===== src/mts_pkg.sv =====
// Shared types and constants for the min-tracking stack.
package mts_pkg;

  // Width of one stored value.
  localparam int unsigned DataW = 32;

  // Default number of entries in each stack.
  localparam int unsigned DepthDefault = 64;

  // Width of the reported depth field.
  localparam int unsigned DepthFieldW = 7;

  // Width and codes of the status field.
  localparam int unsigned StatusW = 2;
  localparam logic [StatusW-1:0] STATUS_OK        = 2'd0;
  localparam logic [StatusW-1:0] STATUS_OVERFLOW  = 2'd1;
  localparam logic [StatusW-1:0] STATUS_UNDERFLOW = 2'd2;

  // Operation codes.
  localparam logic FUNC_PUSH = 1'b0;
  localparam logic FUNC_POP  = 1'b1;

  // Shift command shared by every cell of one chain.
  typedef struct packed {
    logic push;  // load from the neighbor above (toward the top)
    logic pop;   // load from the neighbor below
  } mts_shift_t;

endpackage


===== src/mts_cell.sv =====
// One storage cell of a shift-register stack chain.
module mts_cell (
  input  logic                           clk_i,
  input  mts_pkg::mts_shift_t            shift_i,
  input  logic [mts_pkg::DataW-1:0]      above_i,
  input  logic [mts_pkg::DataW-1:0]      below_i,
  output logic [mts_pkg::DataW-1:0]      data_o
);

  logic [mts_pkg::DataW-1:0] data_q;
  logic [mts_pkg::DataW-1:0] data_d;

  always_comb begin
    priority if (shift_i.push) begin
      data_d = above_i;
    end else if (shift_i.pop) begin
      data_d = below_i;
    end else begin
      data_d = data_q;
    end
  end

  // Payload only: no reset.
  always_ff @(posedge clk_i) begin
    data_q <= data_d;
  end

  assign data_o = data_q;

endmodule


===== config.mk =====
export PLATFORM = sky130hd
export DESIGN_NAME = mts_cell
export DESIGN_NICKNAME = d
export VERILOG_FILES = /design/src/mts_pkg.sv /design/src/mts_cell.sv
export SDC_FILE = /design/constraint.sdc
export NUM_CORES = 1
export LEC_CHECK = 0
export BUFFER_PORTS_ARGS = -buffer_cell sky130_fd_sc_hd__buf_2
export CAP_MARGIN = 15
export CORE_MARGIN = 2
export CORE_UTILIZATION = 45
export CTS_CLUSTER_DIAMETER = 200
export DETAILED_ROUTE_END_ITERATION = 8
export HOLD_SLACK_MARGIN = 0.08
export PLACE_DENSITY = 0.89
export SKIP_CTS_REPAIR_TIMING = 1
export SYNTH_ARGS = -nofsm -noshare
export SYNTH_HDL_FRONTEND = slang
export SYNTH_SLANG_ARGS = --single-unit

===== constraint.sdc =====
create_clock -name clk_i -period 3.85 [get_ports clk_i]
set_input_delay 0.77 -clock clk_i [delete_from_list [all_inputs] [get_ports clk_i]]
set_output_delay 0.77 -clock clk_i [all_outputs]
set_load 0.02 [all_outputs]

==> qor.csv, run 1 <==
stage;metric;value;unit
run_status;status;finished, final reports clean;
floorplan;start_util;0.459;
clock_tree;root_buffer;clkbuf_4;
clock_tree;cts_tree;yes;
floorplan;dieHeight;61.9;um
timing;slew_viol_final;0;
job;cap_violations;0;
critical_path;crit_path_max_fanout;33;
synthesis;synth_warnings;0;
timing;timing.fmax;476;MHz
floorplan;ios;99;
final_layout;nets;238;
detailed_routing;wl_per_cell;13.2;um
synthesis;async_flop_share;0;
synthesis;synth_commonest_cells;edfxtp_1 (32), mux2_4 (29), buf_12 (3), mux2_2 (3);
grt;grt_pass1_vias;924;
pwr;powerDensity;386;nW/um2
synthesis;synth_area_leaders;edfxtp_1 (64%), mux2_4 (29%), buf_12 (4.0%);
clock_tree;cts_made_buffers;5;
timing;fin_tns_setup;0;ns
synthesis;synthFlopType;edfxtp_1;
final_layout;regArea;961;um2
grt;grt_pass1_wl;3.78;mm
detailed_routing;drc;0;
synthesis;yosysTopAreaCell;edfxtp_1;
final_layout;largest_register_ffs;32;
clock_tree;h-tree-depth;2;
place;pre_cts_slack;1.38;ns
synthesis;synthesis.nets;136;
grt;antenna_found_initial;0;
detailed_routing;routed_via_density;4.49;
timing;timing.hold.ws;0.731;ns
critical_path;timing.setup.critical_path_class;in -> reg;
pwr;p_leak;1.00;nW
synthesis;synth.distinct_cells;6;
floorplan;coreArea;3280;um2
synthesis;synth-seq-cells;32;
critical_path;arrival;2.09;ns
critical_path;required;3.84;ns
floorplan;dieArea;3830;um2
place;port_buffers;98;
timing;fin_ws;1.75;ns
synthesis;netlist_area;1510;um2
pwr;ir_drop;0.000202;V
detailed_routing;drtAntennaViolNets;0;
timing;min_period;2.10;ns
floorplan;rows;21;
final_layout;multi_input_area;475;um2
detailed_routing;via_count;979;
timing;finalCritPeriodShare;0.546;
critical_path;end_kind;register;
grt;gr-total-overflow;0;
place;routabilityCongestion;0.620;
timing;rsz0062_at_grt;no;
synthesis;synth_top_area_frac;0.637;
synthesis;synth_edf_count;32;
synthesis;synth-seq-area-share;0.637;
detailed_routing;wl;2.88;mm
final_layout;fillCellCount;245;
final_layout;area_growth;35.5;%
critical_path;critPathLaunchType;primary input;
floorplan;die_w;61.9;um
synthesis;synth_area_per_cell;21.9;um2
timing;max_slew_margin;0.345;
timing;setup_violations;0;
detailed_routing;drt-initial-drc-count;24;
min_path;holdCritPathClass;in -> reg;
timing;final_hold_viol_count;0;
detailed_routing;firstDrtPassIters;2;
grt;globalRouteTotalUtil;0.145;
timing;tightest_slew;0.983;ns
synthesis;yosysMostFrequentCell;edfxtp_1;
clock_tree;clkSlewWorstSetupHoldPaths;0.10;ns
clock_tree;clockBufferDepth;2;
synthesis;netlist_instances;69;
final_layout;diodes;0;
grt;grt_start_max_net_pins;34;
clock_tree;clock_sinks;32;
final_layout;drive_gt1_frac;0.802;
==> layer usage <==
metal | track usage | up-vias | part of all wire
li1 | - | 475 | -
met1 | 0.143 | 443 | 0.36
met2 | 0.263 | 57 | 0.54
met3 | 0.0393 | 4 | 0.085
met4 | 0.0942 | 0 | 0.013
met5 | 0 | - | 0
==> through the flow <==
stage	instance area [um2]	std cells	power, mW	util
2_1_floorplan	1510	69	0.558	-
3_3_place_gp	1990	210	0.620	0.606
3_5_place_dp	1990	210	0.626	0.606
4_1_cts	2040	218	0.801	0.622
5_1_grt	2040	218	0.824	0.622
6_report	2040	218	0.788	0.622
==> power breakdown <==
group | leakage [nW] | total (mW) | internal (mW) | switching [mW]
registers | 0.326 | 0.436 | 0.427 | 0.00883
logic | 0.642 | 0.180 | 0.0873 | 0.0929
clock network | 0.0324 | 0.172 | 0.0668 | 0.106
total | 1.00 | 0.788 | 0.581 | 0.207
==> cells in the final DEF (no fill, tap or decap), drive strengths merged <==
| cell | Yosys | final |
|---|---|---|
| edfxtp | 32 | 32 |
| clkinv | 0 | 3 |
| buf | 4 | 99 |
| clkbuf | 0 | 5 |
| mux2 | 32 | 32 |
| or2 | 1 | 1 |
==> worst paths after layout <==
check / from / endpoint / depth (start not counted)
worst max-delay path: shift_i[1] / data_o[15]$_DFFE_PP_ / 3
worst min-delay path: above_i[8] / data_o[8]$_DFFE_PP_ / 2
==> cell families after synthesis <==
group         Yosys count  share of synthesized area
buf+inv                 4                     0.0473
simple gates            1                    0.00415
mux                    32                      0.311
flops                  32                      0.637
==> cell type report <==
cell class,count,area share
flip-flops and latches,32,0.470
repair buffers,99,0.244
multi-input cells,33,0.233
well taps,46,0.0282
clock buffers,5,0.0184
clock inverters,3,0.00674
==> critical path, stage by stage <==
cell and delay [ns]:
buf_2 0.73, or2_1 0.20, buf_4 0.36
No activity file was read; power rests on OpenSTA's default activity.
==> run 2: changes to the inputs <==
--- a/config.mk
+++ b/config.mk
@@ -5,14 +5,15 @@
 export SDC_FILE = /design/constraint.sdc
 export NUM_CORES = 1
 export LEC_CHECK = 0
+export ABC_AREA = 1
 export BUFFER_PORTS_ARGS = -buffer_cell sky130_fd_sc_hd__buf_2
 export CAP_MARGIN = 15
 export CORE_MARGIN = 2
-export CORE_UTILIZATION = 45
+export CORE_UTILIZATION = 36
 export CTS_CLUSTER_DIAMETER = 200
 export DETAILED_ROUTE_END_ITERATION = 8
 export HOLD_SLACK_MARGIN = 0.08
-export PLACE_DENSITY = 0.89
+export PLACE_DENSITY = 0.79
 export SKIP_CTS_REPAIR_TIMING = 1
 export SYNTH_ARGS = -nofsm -noshare
 export SYNTH_HDL_FRONTEND = slang
==> constraint.sdc (replaced) <==
create_clock -name clk_i -period 1.79 [get_ports clk_i]
set_input_delay 0.358 -clock clk_i [delete_from_list [all_inputs] [get_ports clk_i]]
set_output_delay 0.358 -clock clk_i [all_outputs]
set_load 0.02 [all_outputs]
==> qor.csv, run 2 <==
stage;metric;value;unit;change
detailed_routing;wl_per_cell;10.4;um;-22%
timing;fin_tns_setup;0;ns;unchanged
synthesis;synthFlopType;edfxtp_1;;
detailed_routing;firstDrtPassIters;4;;+2
place;routabilityCongestion;0.681;;+9.8%
floorplan;ios;99;;unchanged
clock_tree;cts_tree;yes;;
final_layout;diodes;0;;unchanged
critical_path;slowest_stage;edfxtp_1;;
synthesis;netlist_instances;137;;+99%
place;port_buffers;98;;unchanged
detailed_routing;drc;0;;unchanged
clock_tree;clkSlewWorstSetupHoldPaths;0.06;ns;-0.04 ns
synthesis;synth-seq-cells;32;;unchanged
place;hpwl;2.20;mm;
critical_path;crit_chain;buf_2;;
job;cap_violations;0;;unchanged
synthesis;synth_commonest_cells;nand2_1 (96), edfxtp_1 (32), buf_6 (4);;
timing;min_period;1.17;ns;
detailed_routing;wl;2.95;mm;+2.5%
timing;rsz0062_at_grt;no;;
grt;grt_pass1_wl;4.66;mm;+23%
synthesis;synthesis.nets;204;;+50%
pwr;power;1.79;mW;+130%
final_layout;largest_register_ffs;32;;unchanged
pwr;p_leak;1.05;nW;+5.1%
floorplan;coreArea;3690;um2;+12%
timing;finalCritPeriodShare;0.651;;
timing;timing.fmax;858;MHz;
timing;slew_viol_final;0;;unchanged
min_path;hp-start;below_i[24];;
floorplan;dieArea;4410;um2;+15%
pwr;powerDensity;905;nW/um2;+130%
critical_path;startpoint;data_o[22]$_DFFE_PP_;;
pwr;ir_drop;0.000432;V;+110%
synthesis;synth_top_area_frac;0.686;;+0.0484
critical_path;timing.setup.critical_path_class;reg -> out;;
synthesis;netlist_area;1400;um2;-7.1%
synthesis;synth-seq-area-share;0.686;;+0.0484
run_status;status;finished, final reports clean;;
min_path;holdCritPathClass;in -> reg;;
clock_tree;cts_made_buffers;5;;unchanged
synthesis;synth_area_leaders;edfxtp_1 (69%), nand2_1 (26%), buf_6 (3.2%);;
final_layout;final_common_cell;buf_2;;
timing;tightest_slew;0.735;ns;-0.247 ns
critical_path;path_buf_inv;1;;-1
synthesis;synth_warnings;0;;unchanged
critical_path;end_kind;output pin;;
place;dp_cells;277;;+32%
floorplan;die_w;66.4;um;+7.3%
grt;globalRouteTotalUtil;0.140;;-0.00425
critical_path;crit_path_max_fanout;1;;-97%
clock_tree;clockBufferDepth;2;;unchanged
timing;final_hold_viol_count;0;;unchanged
critical_path;worst_path_largest_cell_delay;0.37;ns;-0.36 ns
final_layout;nets;303;;+27%
synthesis;async_flop_share;0;;unchanged
critical_path;crit_family;flip-flops;;
detailed_routing;drt-initial-drc-count;69;;+190%
detailed_routing;routed_via_density;4.23;;-5.9%
synthesis;yosysTopAreaCell;edfxtp_1;;
critical_path;required;1.43;ns;-2.41 ns
synthesis;synth.distinct_cells;6;;unchanged
synthesis;yosysMostFrequentCell;nand2_1;;
detailed_routing;drtAntennaViolNets;0;;unchanged
clock_tree;h-tree-depth;2;;unchanged
floorplan;start_util;0.380;;-0.0791
final_layout;final_cell_mix;buf_2 (98), nand2_1 (96), edfxtp_1 (32);;
floorplan;dieHeight;66.4;um;+7.3%
final_layout;area_growth;40.7;%;
final_layout;finalNonFillerCells;285;;+31%
grt;grt_start_max_net_pins;34;;unchanged
grt;gr-total-overflow;0;;unchanged
timing;max_slew_margin;0.510;;+0.165
clock_tree;root_buffer;clkbuf_8;;
clock_tree;clock_sinks;32;;unchanged
grt;grt_pass1_vias;1144;;+24%
grt;antenna_found_initial;0;;unchanged
timing;timing.hold.ws;0.347;ns;-0.384 ns
critical_path;critPathLaunchType;register;;
final_layout;drive_gt1_frac;0.447;;-0.355
timing;setup_violations;0;;unchanged
synthesis;synth_edf_count;32;;unchanged
critical_path;arrival;0.81;ns;-1.28 ns
floorplan;rows;22;;+4.8%
detailed_routing;via_count;1205;;+23%
synthesis;synth_area_per_cell;10.2;um2;-53%
==> run 2: logic make-up (layout without fill, tap and decap cells) <==
| logic type | after synthesis | count (layout) | share of synthesized area |
|---|---|---|---|
| simple gates | 97 | 97 | 0.262 |
| flops | 32 | 32 | 0.686 |
| buf+inv | 8 | 108 | 0.0527 |
==> run 2: path summary, 6_finish.rpt <==
| path | end | slack, ns | cells past startpoint |
|---|---|---|---|
| worst max-delay path | data_o[22] | 0.62 | 1 |
| worst min-delay path | data_o[24]$_DFFE_PP_ | 0.35 | 3 |
==> run 2: area by class of cell <==
class | instances | area, um2
fill | 348 | 1720
timing repair buffer | 99 | 498
clock inverter | 1 | 3.75
sequential | 32 | 961
inverter | 1 | 6.26
tap | 48 | 60.1
multi-input combinational | 97 | 367
clock buffer | 7 | 76.3
==> run 2: metrics by stage <==
step                 util  setup WS (ns)  cell area [um2]
floorplan               -          0.472             1400
global placement    0.513          0.386             1890
detailed placement  0.513          0.356             1890
CTS                 0.535          0.611             1970
global route        0.535          0.537             1970
finish              0.535          0.625             1970
==> run 2: layer usage <==
layer | GRT usage | vias up | wire, um | part of all wire
met5 | 0 | - | 0 | 0
met4 | 0.0485 | 0 | 12 | 0.0041
li1 | - | 633 | - | -
met3 | 0.0460 | 2 | 244 | 0.083
met1 | 0.148 | 518 | 1120 | 0.38
met2 | 0.259 | 52 | 1580 | 0.53
==> run 2: power breakdown <==
| part | internal, mW | total [mW] | switching, mW |
|---|---|---|---|
| clock network | 0.270 | 0.501 | 0.231 |
| registers | 0.921 | 0.939 | 0.0177 |
| logic | 0.130 | 0.346 | 0.216 |
| total | 1.32 | 1.79 | 0.465 |
